[src/sv/wang_tile_pixel_generator_assert.svh]
// ----------------------------------------------------------------------------
// Assertion macros for the Wang tile pixel generator
// Concurrent checks on clk, held off while rst_n is low.
// ----------------------------------------------------------------------------
`ifndef WANG_TILE_PIXEL_GENERATOR_ASSERT_SVH
`define WANG_TILE_PIXEL_GENERATOR_ASSERT_SVH

`ifndef SYNTHESIS
`define WTPG_ASSERT_IMP(lbl, ante, cons) \
  lbl: assert property (@(posedge clk) disable iff (!rst_n) (ante) |-> (cons)) \
    else $error("wtpg assertion failed");
`define WTPG_ASSERT_NXT(lbl, ante, cons) \
  lbl: assert property (@(posedge clk) disable iff (!rst_n) (ante) |=> (cons)) \
    else $error("wtpg assertion failed");
`else
`define WTPG_ASSERT_IMP(lbl, ante, cons)
`define WTPG_ASSERT_NXT(lbl, ante, cons)
`endif

`endif

[src/sv/wtpg_pkg.sv]
// ----------------------------------------------------------------------------
// wtpg_pkg
// Types, constants and table builders shared by the pixel generator.
// ----------------------------------------------------------------------------
package wtpg_pkg;

  localparam int IMAGE_WIDTH  = 512;
  localparam int IMAGE_HEIGHT = 512;
  localparam int COORD_W      = 9;
  localparam int FRAC_W       = 16;
  localparam int CH_W         = FRAC_W + 1;   // 0 .. 1.0 inclusive
  localparam int SIDES        = 4;
  localparam int CHANNELS     = 3;
  localparam int LEVEL_W      = 8;
  localparam int GIDX_W       = 10;

  localparam logic [CH_W-1:0] ONE_Q16  = 17'h10000;
  localparam logic [CH_W-1:0] HALF_Q16 = 17'h08000;

  // side midpoints: right, top, left, bottom
  localparam logic [CH_W-1:0] SIDE_X [SIDES] = '{ONE_Q16, HALF_Q16, 17'h0, HALF_Q16};
  localparam logic [CH_W-1:0] SIDE_Y [SIDES] = '{HALF_Q16, 17'h0, HALF_Q16, ONE_Q16};

  // square root: 32-bit radicand, 16 result bits, two bits per stage
  localparam int SQ_W           = 32;
  localparam int ROOT_W         = 16;
  localparam int SQ_STEPS_STAGE = 2;
  localparam int ISQRT_STAGES   = ROOT_W / SQ_STEPS_STAGE;

  // gamma: one result bit per stage of the threshold search
  localparam int GAMMA_STAGES = LEVEL_W;

  typedef struct packed {
    logic [SQ_W-1:0] rem;
    logic [SQ_W-1:0] root;
  } sq_t;

  typedef logic [GIDX_W:0] gamma_thr_t [256];

  function automatic sq_t sq_step(sq_t a, logic [SQ_W-1:0] b);
    sq_t o;
    logic [SQ_W-1:0] trial;
    trial = a.root + b;
    if (a.rem >= trial) begin
      o.rem  = a.rem - trial;
      o.root = (a.root >> 1) + b;
    end else begin
      o.rem  = a.rem;
      o.root = a.root >> 1;
    end
    return o;
  endfunction

  // smallest table index i with (k/255)^11 <= (i/1024)^5, 1024 when none
  function automatic gamma_thr_t gamma_thr_build();
    gamma_thr_t tab;
    logic [159:0] lhs;
    logic [159:0] rhs;
    int lo;
    int hi;
    int mid;
    for (int k = 0; k < 256; k++) begin
      lhs = 160'd1;
      for (int e = 0; e < 11; e++) lhs = lhs * 160'(k);
      lhs = lhs << 50;
      lo = 0;
      hi = 1024;
      while (lo < hi) begin
        mid = (lo + hi) >> 1;
        rhs = 160'd1;
        for (int e = 0; e < 11; e++) rhs = rhs * 160'd255;
        for (int e = 0; e < 5; e++) rhs = rhs * 160'(mid);
        if (lhs <= rhs) hi = mid;
        else lo = mid + 1;
      end
      tab[k] = (GIDX_W+1)'(lo);
    end
    return tab;
  endfunction

  localparam gamma_thr_t GAMMA_THR = gamma_thr_build();

endpackage

[src/sv/wtpg_isqrt.sv]
// ----------------------------------------------------------------------------
// wtpg_isqrt
// Pipelined integer square root over several lanes, with a sideband word.
// ----------------------------------------------------------------------------
module wtpg_isqrt #(
  parameter int LANES  = 4,
  parameter int SIDE_W = 1
) (
  input  logic                                  clk,
  input  logic                                  en,
  input  logic [LANES-1:0][wtpg_pkg::SQ_W-1:0]  rad_in,
  input  logic [SIDE_W-1:0]                     side_in,
  output logic [LANES-1:0][wtpg_pkg::ROOT_W-1:0] root_out,
  output logic [SIDE_W-1:0]                     side_out
);
  import wtpg_pkg::*;

  sq_t               st_r   [ISQRT_STAGES][LANES];
  logic [SIDE_W-1:0] side_r [ISQRT_STAGES];

  for (genvar s = 0; s < ISQRT_STAGES; s++) begin : g_stage
    sq_t st_nxt [LANES];

    always_comb begin
      sq_t cur;
      for (int l = 0; l < LANES; l++) begin
        if (s == 0) begin
          cur.rem  = rad_in[l];
          cur.root = '0;
        end else begin
          cur = st_r[(s == 0) ? 0 : s-1][l];
        end
        for (int j = 0; j < SQ_STEPS_STAGE; j++) begin
          cur = sq_step(cur, SQ_W'(1) << (SQ_W - 2 - 2*(s*SQ_STEPS_STAGE + j)));
        end
        st_nxt[l] = cur;
      end
    end

    always_ff @(posedge clk) begin
      if (en) begin
        for (int l = 0; l < LANES; l++) st_r[s][l] <= st_nxt[l];
        side_r[s] <= (s == 0) ? side_in : side_r[(s == 0) ? 0 : s-1];
      end
    end
  end

  always_comb begin
    for (int l = 0; l < LANES; l++) begin
      root_out[l] = st_r[ISQRT_STAGES-1][l].root[ROOT_W-1:0];
    end
  end
  assign side_out = side_r[ISQRT_STAGES-1];

endmodule

[config.mk]
export PLATFORM = sky130hd
export DESIGN_NAME = wtpg_isqrt
export DESIGN_NICKNAME = d
export VERILOG_FILES = /design/src/sv/wang_tile_pixel_generator_assert.svh /design/src/sv/wtpg_pkg.sv /design/src/sv/wtpg_isqrt.sv
export SDC_FILE = /design/constraint.sdc
export NUM_CORES = 2
export LEC_CHECK = 0
export BUFFER_PORTS_ARGS = -buffer_cell sky130_fd_sc_hd__buf_2
export CORE_UTILIZATION = 45
export CTS_CLUSTER_SIZE = 40
export DETAILED_ROUTE_END_ITERATION = 16
export PLACE_DENSITY = 0.75
export SLEW_MARGIN = 20
export SYNTH_ARGS = -nofsm -noshare
export SYNTH_HDL_FRONTEND = slang
export SYNTH_SLANG_ARGS = --single-unit
export TNS_END_PERCENT = 100
[constraint.sdc]
create_clock -name clk -period 5.5 [get_ports clk]
set_input_delay 1.375 -clock clk [delete_from_list [all_inputs] [get_ports clk]]
set_output_delay 1.375 -clock clk [all_outputs]
set_load 0.005 [all_outputs]
==> run metrics <==
post-synthesis net count just over 8000; ys flop type edfxtp_1; Final Hold Vio Count 0; CTS sink count about 1200; DRT Pass-1 Iters 8; port bufs approximately 200; maximum VDD drop 0.330 mV; Worst-Skew Late Latency 800 ps; setup violators final 0; Die X around 420 um; Slew Viols, Final 0; most common cell after layout, fill and taps aside edfxtp_1; # DRC 0; die area around 170000 um^2; Setup Skew ~37 ps; pin count of the biggest net entering global routing roughly 110; top post-synthesis cells by area edfxtp_1 (46%), ha_1 (10%), xnor2_1 (4.9%), a21oi_1 (3.6%), xor2_1 (3.2%); cts bufs inserted about 130; Seq/Total Area, Yosys a little under half; CORE AREA 170000 um^2; Leak 34.3 nW; Rel. slew slack about a third; DP Wirelength 137 mm; Comb pwr share 42.4%; Hold-fix buffers, CTS 0; placed instance area 81200 um^2; Routed WL around 170 mm; Final ANT Viol Nets 0; Synth top area share roughly 46%; Ys Warns 0; Post-Syn Area 77100 um^2; syn avg cell area slightly above 10 um^2; Area Overhead vs Synth 11.6%; Clock Path Buffers 3; sw frac 36.7%; WL/cell roughly 17 um; f_max roughly 190 MHz; htree depth 4; Final Critical Period 5260 ps; # fillers roughly 15000; chip height about 420 um; net switching power between 0.01 and 0.015 W; clock power share 22.8%; Critical Path RT approximately 6000 ps; number of synthesized flops with an enable pin 1192; critical path fanouts, max 10; initial antenna violation count 10; first-pass GRT wire length approximately 280 mm; worst hold path class flop to flop; CTS root buffer clkbuf_16; register share of total power 34.7%; Via-to-Cell Ratio around 5.6; count of cell types in the netlist a little over 90; num rows 151; Int Power ~0.026 W; most frequent cells in the layout edfxtp_1 (1192), ha_1 (624), nor2_1 (603); Initial Util a little under half; TritonCTS clock tree built; WP data arrival between 5000 and 6000 ps; Ports about 200; vias in the first global route between 50000 and 60000; Worst Setup End Kind flop; Power Dens Cells 468 nW/um^2; initial detailed-routing violation count about 4300; Synth Register Bits approximately 1200; CP Launch Type flop; Post-Syn Instances approximately 7500; kind of critical path flop to flop; Nets 8571; design area 86100 um^2; gr usage total 19.7%; grt total ovfl 0; reported max-cap violation count 0; status completed; DR vias about 57000; Worst-path clk slew ~60 ps; Async S/R FF share, synth 0%; top cell type by total area after synthesis edfxtp_1; share of cells above drive strength 1 about a tenth; GPL Wtd Cong 0.945; Hold WS ~420 ps; Final period util 95.6%; Least-Margin Pin Slew around 960 ps; Layout Utilization 50.7%
synthesized netlist by cell type (34+ instances only):
cell type / instances
nor2_1: 603
nand3_1: 159
nor4_1: 163
inv_1: 514
edfxtp_1: 1192
a31oi_1: 58
o21ai_0: 320
or2_2: 48
nor3_1: 219
xnor2_1: 427
nand2_1: 592
buf_4: 65
o31ai_1: 60
mux2i_1: 57
a21oi_1: 549
or3_1: 79
ha_1: 628
o21a_1: 87
and2_1: 43
a21o_1: 165
a211oi_1: 51
clkbuf_1: 92
nor2b_1: 99
nand3b_1: 34
mux2_2: 57
and3_1: 62
nand2b_1: 80
nand4_1: 125
or4_1: 38
xor2_1: 282
o21bai_1: 52
power groups by stage:
| stage | combinational, W | sequential, W | clock, W |
|---|---|---|---|
| after floorplan | 0.0133 | 0.0136 | 0 |
| after global placement | 0.0164 | 0.0141 | 0 |
| after detailed placement | 0.0167 | 0.0141 | 0 |
| after CTS | 0.0169 | 0.0140 | 0.00947 |
| after global routing | 0.0191 | 0.0142 | 0.00978 |
| final | 0.0171 | 0.0140 | 0.00921 |
area by class of cell:
cell class              instances  area, um^2  share of cell area (%)
multi-input cells            5587       38500                    44.7
flip-flops and latches       1192       35800                    41.6
clock buffers                 150        3430                    3.99
well taps                    2218        2780                    3.22
repair buffers                366        2420                    2.82
inverters                     532        2000                    2.32
clock inverters                90        1130                    1.31
diodes                          4        10.0                  0.0116
worst max-delay path: stages, from the launching register on:
cell and delay, ps:
edfxtp_1 460, inv_1 110, ha_1 400, nand4_1 180
nor4_2 380, buf_4 190, a211oi_2 100, nand3_2 230
inv_2 130, o31ai_1 370, ha_1 350, a21o_1 190
a2111oi_0 440, a21oi_1 220, a21o_1 250, a21boi_2 260
a41oi_1 290, and4_1 320, xnor2_1 120
metrics by stage:
| stage | TNS [ps] | setup slack [ps] | power, W | cells |
|---|---|---|---|---|
| 6_report | 0 | 244 | 0.0403 | 10100 |
| 3_5_place_dp | -205 | -137 | 0.0309 | 9883 |
| 3_3_place_gp | -31.8 | -31.8 | 0.0305 | 9883 |
| 5_1_grt | -21.2 | -15.5 | 0.0430 | 10100 |
| 2_1_floorplan | 0 | 155 | 0.0268 | 7505 |
| 4_1_cts | 0 | 21.7 | 0.0403 | 10100 |
flip-flops by register name, indices dropped and copies added, names as in the netlist:
signal / flops
st_r: 1184
side_r: 8
final timing paths:
check                              start                      to  slack (ps)  cells past startpoint
setup / recovery  st_r[1][208]$_DFFE_PP_  st_r[1][505]$_DFFE_PP_         240                     18
hold reg to reg   side_r[1][2]$_DFFE_PP_  side_r[1][3]$_DFFE_PP_         420                      0
setup reg to reg  st_r[1][208]$_DFFE_PP_  st_r[1][505]$_DFFE_PP_         240                     18
hold / removal    side_r[1][2]$_DFFE_PP_  side_r[1][3]$_DFFE_PP_         420                      0
layer usage:
| layer | vias to the layer above | share of wire [%] | track usage [%] |
|---|---|---|---|
| li1 | 28300 | - | - |
| met2 | 1462 | 45 | 31.2 |
| met1 | 26500 | 48 | 27.5 |
| met4 | 6 | 2.9 | 6.92 |
| met5 | - | 0.026 | 0 |
| met3 | 315 | 4.6 | 2.70 |
kinds of logic after synthesis:
group | synth area share, %
buffers and inverters | 3.88
AND/OR/NAND/NOR | 16.2
multiplexers | 1.76
adder cells (fa/ha/maj) | 10.2
AO/OA/AOI/OAI | 13.5
flip-flops | 46.4
XOR/XNOR | 8.06
what timing repair did:
| action | 4_1_cts | 5_1_grt |
|---|---|---|
| endpoints found under the setup margin | 12 | 145 |
| buffers inserted | 0 | 12 |
| resized for setup | 5 | 41 |
| pin swaps | 0 | 10 |
Note: power is estimated with default switching activity, not from simulation.
