`src/sv/wang_tile_pixel_generator_assert.svh`:
```
// ----------------------------------------------------------------------------
// Assertion macros for the Wang tile pixel generator
// Concurrent checks on clk, held off while rst_n is low.
// ----------------------------------------------------------------------------
`ifndef WANG_TILE_PIXEL_GENERATOR_ASSERT_SVH
`define WANG_TILE_PIXEL_GENERATOR_ASSERT_SVH

`ifndef SYNTHESIS
`define WTPG_ASSERT_IMP(lbl, ante, cons) \
  lbl: assert property (@(posedge clk) disable iff (!rst_n) (ante) |-> (cons)) \
    else $error("wtpg assertion failed");
`define WTPG_ASSERT_NXT(lbl, ante, cons) \
  lbl: assert property (@(posedge clk) disable iff (!rst_n) (ante) |=> (cons)) \
    else $error("wtpg assertion failed");
`else
`define WTPG_ASSERT_IMP(lbl, ante, cons)
`define WTPG_ASSERT_NXT(lbl, ante, cons)
`endif

`endif

```
`src/sv/wtpg_pkg.sv`:
```
// ----------------------------------------------------------------------------
// wtpg_pkg
// Types, constants and table builders shared by the pixel generator.
// ----------------------------------------------------------------------------
package wtpg_pkg;

  localparam int IMAGE_WIDTH  = 512;
  localparam int IMAGE_HEIGHT = 512;
  localparam int COORD_W      = 9;
  localparam int FRAC_W       = 16;
  localparam int CH_W         = FRAC_W + 1;   // 0 .. 1.0 inclusive
  localparam int SIDES        = 4;
  localparam int CHANNELS     = 3;
  localparam int LEVEL_W      = 8;
  localparam int GIDX_W       = 10;

  localparam logic [CH_W-1:0] ONE_Q16  = 17'h10000;
  localparam logic [CH_W-1:0] HALF_Q16 = 17'h08000;

  // side midpoints: right, top, left, bottom
  localparam logic [CH_W-1:0] SIDE_X [SIDES] = '{ONE_Q16, HALF_Q16, 17'h0, HALF_Q16};
  localparam logic [CH_W-1:0] SIDE_Y [SIDES] = '{HALF_Q16, 17'h0, HALF_Q16, ONE_Q16};

  // square root: 32-bit radicand, 16 result bits, two bits per stage
  localparam int SQ_W           = 32;
  localparam int ROOT_W         = 16;
  localparam int SQ_STEPS_STAGE = 2;
  localparam int ISQRT_STAGES   = ROOT_W / SQ_STEPS_STAGE;

  // gamma: one result bit per stage of the threshold search
  localparam int GAMMA_STAGES = LEVEL_W;

  typedef struct packed {
    logic [SQ_W-1:0] rem;
    logic [SQ_W-1:0] root;
  } sq_t;

  typedef logic [GIDX_W:0] gamma_thr_t [256];

  function automatic sq_t sq_step(sq_t a, logic [SQ_W-1:0] b);
    sq_t o;
    logic [SQ_W-1:0] trial;
    trial = a.root + b;
    if (a.rem >= trial) begin
      o.rem  = a.rem - trial;
      o.root = (a.root >> 1) + b;
    end else begin
      o.rem  = a.rem;
      o.root = a.root >> 1;
    end
    return o;
  endfunction

  // smallest table index i with (k/255)^11 <= (i/1024)^5, 1024 when none
  function automatic gamma_thr_t gamma_thr_build();
    gamma_thr_t tab;
    logic [159:0] lhs;
    logic [159:0] rhs;
    int lo;
    int hi;
    int mid;
    for (int k = 0; k < 256; k++) begin
      lhs = 160'd1;
      for (int e = 0; e < 11; e++) lhs = lhs * 160'(k);
      lhs = lhs << 50;
      lo = 0;
      hi = 1024;
      while (lo < hi) begin
        mid = (lo + hi) >> 1;
        rhs = 160'd1;
        for (int e = 0; e < 11; e++) rhs = rhs * 160'd255;
        for (int e = 0; e < 5; e++) rhs = rhs * 160'(mid);
        if (lhs <= rhs) hi = mid;
        else lo = mid + 1;
      end
      tab[k] = (GIDX_W+1)'(lo);
    end
    return tab;
  endfunction

  localparam gamma_thr_t GAMMA_THR = gamma_thr_build();

endpackage

```
`src/sv/wtpg_gamma.sv`:
```
// ----------------------------------------------------------------------------
// wtpg_gamma
// Pipelined gamma lookup: binary search over the level thresholds.
// ----------------------------------------------------------------------------
module wtpg_gamma #(
  parameter int LANES = 3
) (
  input  logic                                   clk,
  input  logic                                   en,
  input  logic [LANES-1:0][wtpg_pkg::GIDX_W-1:0] idx_in,
  input  logic [LANES-1:0]                       full_in,
  output logic [LANES-1:0][wtpg_pkg::LEVEL_W-1:0] level_out
);
  import wtpg_pkg::*;

  logic [LANES-1:0][LEVEL_W-1:0] lvl_r  [GAMMA_STAGES];
  logic [LANES-1:0][GIDX_W-1:0]  idx_r  [GAMMA_STAGES];
  logic [LANES-1:0]              full_r [GAMMA_STAGES];

  for (genvar s = 0; s < GAMMA_STAGES; s++) begin : g_stage
    logic [LANES-1:0][LEVEL_W-1:0] lvl_nxt;
    logic [LANES-1:0][GIDX_W-1:0]  idx_cur;
    logic [LANES-1:0]              full_cur;

    always_comb begin
      logic [LEVEL_W-1:0] prev;
      logic [LEVEL_W-1:0] cand;
      for (int l = 0; l < LANES; l++) begin
        if (s == 0) begin
          prev        = '0;
          idx_cur[l]  = idx_in[l];
          full_cur[l] = full_in[l];
        end else begin
          prev        = lvl_r[(s == 0) ? 0 : s-1][l];
          idx_cur[l]  = idx_r[(s == 0) ? 0 : s-1][l];
          full_cur[l] = full_r[(s == 0) ? 0 : s-1][l];
        end
        cand = prev | (LEVEL_W'(1) << (LEVEL_W - 1 - s));
        lvl_nxt[l] = (GAMMA_THR[cand] <= {1'b0, idx_cur[l]}) ? cand : prev;
        // full scale skips the table
        if (s == GAMMA_STAGES - 1 && full_cur[l]) lvl_nxt[l] = '1;
      end
    end

    always_ff @(posedge clk) begin
      if (en) begin
        lvl_r[s]  <= lvl_nxt;
        idx_r[s]  <= idx_cur;
        full_r[s] <= full_cur;
      end
    end
  end

  assign level_out = lvl_r[GAMMA_STAGES-1];

endmodule
```
`config.mk`:
```
export PLATFORM = sky130hd
export DESIGN_NAME = wtpg_gamma
export DESIGN_NICKNAME = d
export VERILOG_FILES = /design/src/sv/wang_tile_pixel_generator_assert.svh /design/src/sv/wtpg_pkg.sv /design/src/sv/wtpg_gamma.sv
export SDC_FILE = /design/constraint.sdc
export NUM_CORES = 1
export LEC_CHECK = 0
export BUFFER_PORTS_ARGS = -buffer_cell sky130_fd_sc_hd__buf_2
export CELL_PAD_IN_SITES_DETAIL_PLACEMENT = 0
export CELL_PAD_IN_SITES_GLOBAL_PLACEMENT = 1
export CORE_ASPECT_RATIO = 2
export CORE_MARGIN = 1
export CORE_UTILIZATION = 25
export DETAILED_ROUTE_END_ITERATION = 8
export PLACE_DENSITY = 0.46
export SLEW_MARGIN = 10
export SYNTH_ARGS = -nofsm -noshare
export SYNTH_HDL_FRONTEND = slang
export SYNTH_SLANG_ARGS = --single-unit
export TNS_END_PERCENT = 50
```
`constraint.sdc`:
```
create_clock -name clk -period 6.55 [get_ports clk]
set_clock_uncertainty 0.1 [all_clocks]
set_input_delay 1.31 -clock clk [delete_from_list [all_inputs] [get_ports clk]]
set_output_delay 1.31 -clock clk [all_outputs]
set_load 0.1 [all_outputs]
```
==> reports/qor.yml <==
global_routing:
  grt_overflow: 0
  grt_antenna_before_repair: 0
  grtUsageTotal_pct: 13.3
  wire_length_of_the_first_global_routing_pass_um: 107000
  grt_pass1_vias: 19533
  grt_max_degree: 121
clocking:
  clock_tree.htree_level_count: 2
  post_cts_resized: 0
  post_cts.repair.setup_buffers: 0
  tritoncts: "built"
  cts.hold.buffers_added: 0
  path_clk_slew_ns: 0.06
  cell_at_the_root_of_the_clock_tree: "clkbuf_16"
  cts.path.max_buffers: 3
  cts.sink_count: 339
  cts-buffers-inserted: 40
  worst_skew_pair.late_latency_ns: 0.57
placed_design:
  port_buffers: 58
  post-dp-hpwl_um: 49600
  place.gp.congestion: 0.853
setup_path:
  crit_buf_inv: 1
  critical_path_arrival_ns: 4.69
  critPathKind: "reg2reg"
  reg2reg_setup_slack_ns: 2.15
  max_stage_delay_ns: 0.77
  reg2reg_from: "lvl_r[1][57]"
  cp_data_required_time_ns: 6.84
  crit_path_top_delay_cell: "ha_1"
  critical_path.startpoint_type: "flop"
  largest_driver_fanout_on_the_critical_path: 19
  crit_path_cell_trace: "inv_1 > ha_1 > a2111oi_0 > a2111oi_0 > a21oi_1 > o211ai_1 > ha_1 > a21o_1 > a21oi_1 > nor2b_1 > o31a_1 > nor3_1"
  critPathTopFamily: "compound AO/OA/AOI/OAI gates"
  r2r_endpoint: "lvl_r[1][80]"
  worst_r2r_path_depth: 12
  timing.critical_path.to_type: "flop"
yosys:
  synth_edf_count: 339
  synth-seq-area-share_pct: 40.6
  synth_seq_cells: 339
  asyncSetResetFlopFracSynth_pct: 0
  synth_top_area_share_pct: 40.6
  total_nets_after_synthesis: 2916
  yosys_warnings: 0
  synth-main-ff-cell: "edfxtp_1"
  synthesized_instance_count: 2566
  yosys.cell_types.count: 79
  avgSynthCellArea_um2: 9.77
  netlist_area_mm2: 0.0251
  synth.area.top_cells: "edfxtp_1, ha_1, inv_1"
  synthDominantAreaCellType: "edfxtp_1"
routing:
  wirelength_um: 67800
  drt.antenna.violating_nets: 0
  drcViolationCount: 0
  detail_route.vias_per_cell: 4.90
  drt_pass1_iterations: 7
  detailroute.via_count: 18893
  first_iter_violations: 978
  post_drt_wl_per_cell_um: 17.6
final_layout:
  area.growth.synth_to_final_pct: 10.0
  nets: 2852
  layout-drive-gt1-share_pct: 8.10
  commonest_non_fill_non_tap_cell_in_the_layout: "edfxtp_1"
  n_fill_cell: 10642
  layout_common_cells: "edfxtp_1, ha_1, inv_1"
  n_antenna_cell: 0
timing:
  hold_ws_ns: 0.318
  timing.max_slew.rel_slack_pct: 30.2
  fmax_mhz: 227
  report.final.hold_viol_count: 0
  setup_viol_count_final: 0
  totalNegativeSetupSlack_ns: 0
  transition_time_at_the_pin_with_the_least_slew_margin_ns: 1.05
  grt_setup_unrepaired: "no"
  period_needed_ns: 4.40
  maxSlewViolCount: 0
  ratio_of_final_minimum_period_to_clock_period_pct: 67.1
worst_hold_path:
  worst_hold_path.num_cells: 0
  min-delay-path-class: "reg2reg"
  worst_hold_startpoint: "full_r[1][3]"
  worst_hold_path.endpoint: "full_r[1][6]"
status:
  run_status: "finished, final reports clean"
power_and_ir_drop:
  power_density_mw_per_mm2: 228
  cellLeakagePower_nw: 11.2
  post-layout-total-power_mw: 6.29
  peakVddDrop_uv: 145
die:
  die_area_mm2: 0.102
  boundaryPins: 59
  start_util_pct: 25.1
  dieWidth_um: 226
  floorplan.core_area_mm2: 0.0997
  row_count: 164
  dieHeight_um: 450
job:
  drv_cap: 0
## flip-flops by register name (all words and copies together), names as in the netlist
| register | cells |
|---|---|
| lvl_r | 108 |
| idx_r | 210 |
| full_r | 21 |
## power breakdown
part | switching, mW | internal [mW]
Combinational | 0.838 | 0.523
Sequential | 0.162 | 2.56
Clock | 0.929 | 1.28
## cell families (layout without fill, tap and decap cells)
family                   Yosys count  in the layout  synth area share (%)
XOR/XNOR                          15             15                 0.599
AND/OR/NAND/NOR                  624            624                  12.3
buffers and inverters            467            432                  7.72
adder cells (fa/ha/maj)          315            315                  15.7
AO/OA/AOI/OAI                    728            728                  18.8
multiplexers                      78             78                  4.26
flip-flops                       339            339                  40.6
## cell usage after synthesis, drive strengths merged, types with 9 or more instances
cell type and n:
clkbuf 96, a211o 10, nand2 154, mux4 22, o31ai 16, ha 315, o311ai 9, o21ai 173
mux2 9, mux2i 47, a211oi 33, nand2b 46, buf 89, o22ai 33, nor2b 87, o2111ai 12
nor3 36, a21oi 189, and3 12, nand4 23, a221oi 16, a21o 27, a22oi 12, edfxtp 339
a31oi 31, o221ai 12, nand3b 9, nor2 145, or2 22, a311oi 13, o21a 19, inv 274
o211ai 42, nand3 58
## metal layers
metal | vias to the layer above | part of all wire [%] | wire, um | GRT usage, %
met5 | - | 0 | 0 | 0
met4 | 0 | 5.3 | 3600 | 7.23
met3 | 169 | 3.1 | 2130 | 1.52
met1 | 9061 | 35 | 23700 | 12.9
li1 | 9232 | - | - | -
met2 | 431 | 57 | 38300 | 26.6
## worst reg2reg max path, cell delays in order, from the launching register on
cell and delay (ns):
edfxtp_1 0.76, inv_1 0.29, ha_1 0.77, a2111oi_0 0.22, a2111oi_0 0.54, a21oi_1 0.10, o211ai_1 0.29, ha_1 0.30
a21o_1 0.18, a21oi_1 0.14, nor2b_1 0.06, o31a_1 0.27, nor3_1 0.21
## final cells by class
type	count	area, um^2	area share (%)
well taps	1328	1660	6.02
clock inverters	23	228	0.825
clock buffers	48	1030	3.74
inverters	282	1060	3.84
flip-flops and latches	339	10200	36.9
multi-input cells	1760	13000	47.0
repair buffers	79	470	1.71
## worst max path at each step
stage / startpoint / end / slack [ns] / depth (start not counted)
after floorplan: lvl_r[1][58] / lvl_r[1][80] / 2.96 / 16
final: lvl_r[1][57] / lvl_r[1][80] / 2.15 / 12
after CTS: lvl_r[1][57] / lvl_r[1][80] / 2.14 / 12
after global routing: lvl_r[1][57] / lvl_r[1][80] / 1.75 / 12
after global placement: lvl_r[1][50] / lvl_r[1][72] / 2.30 / 13
after detailed placement: lvl_r[1][57] / lvl_r[1][80] / 2.17 / 12
## through the flow
| stage | cell area (um^2) | utilization (%) | worst slack [ns] | instances |
|---|---|---|---|---|
| floorplan | 25100 | - | 2.96 | 2566 |
| global placement | 26300 | 26.4 | 2.30 | 3788 |
| detailed placement | 26300 | 26.4 | 2.17 | 3788 |
| CTS | 27600 | 27.7 | 2.14 | 3859 |
| global route | 27600 | 27.7 | 1.75 | 3859 |
| finish | 27600 | 27.7 | 2.15 | 3859 |
(Power assumes the default switching activity.)
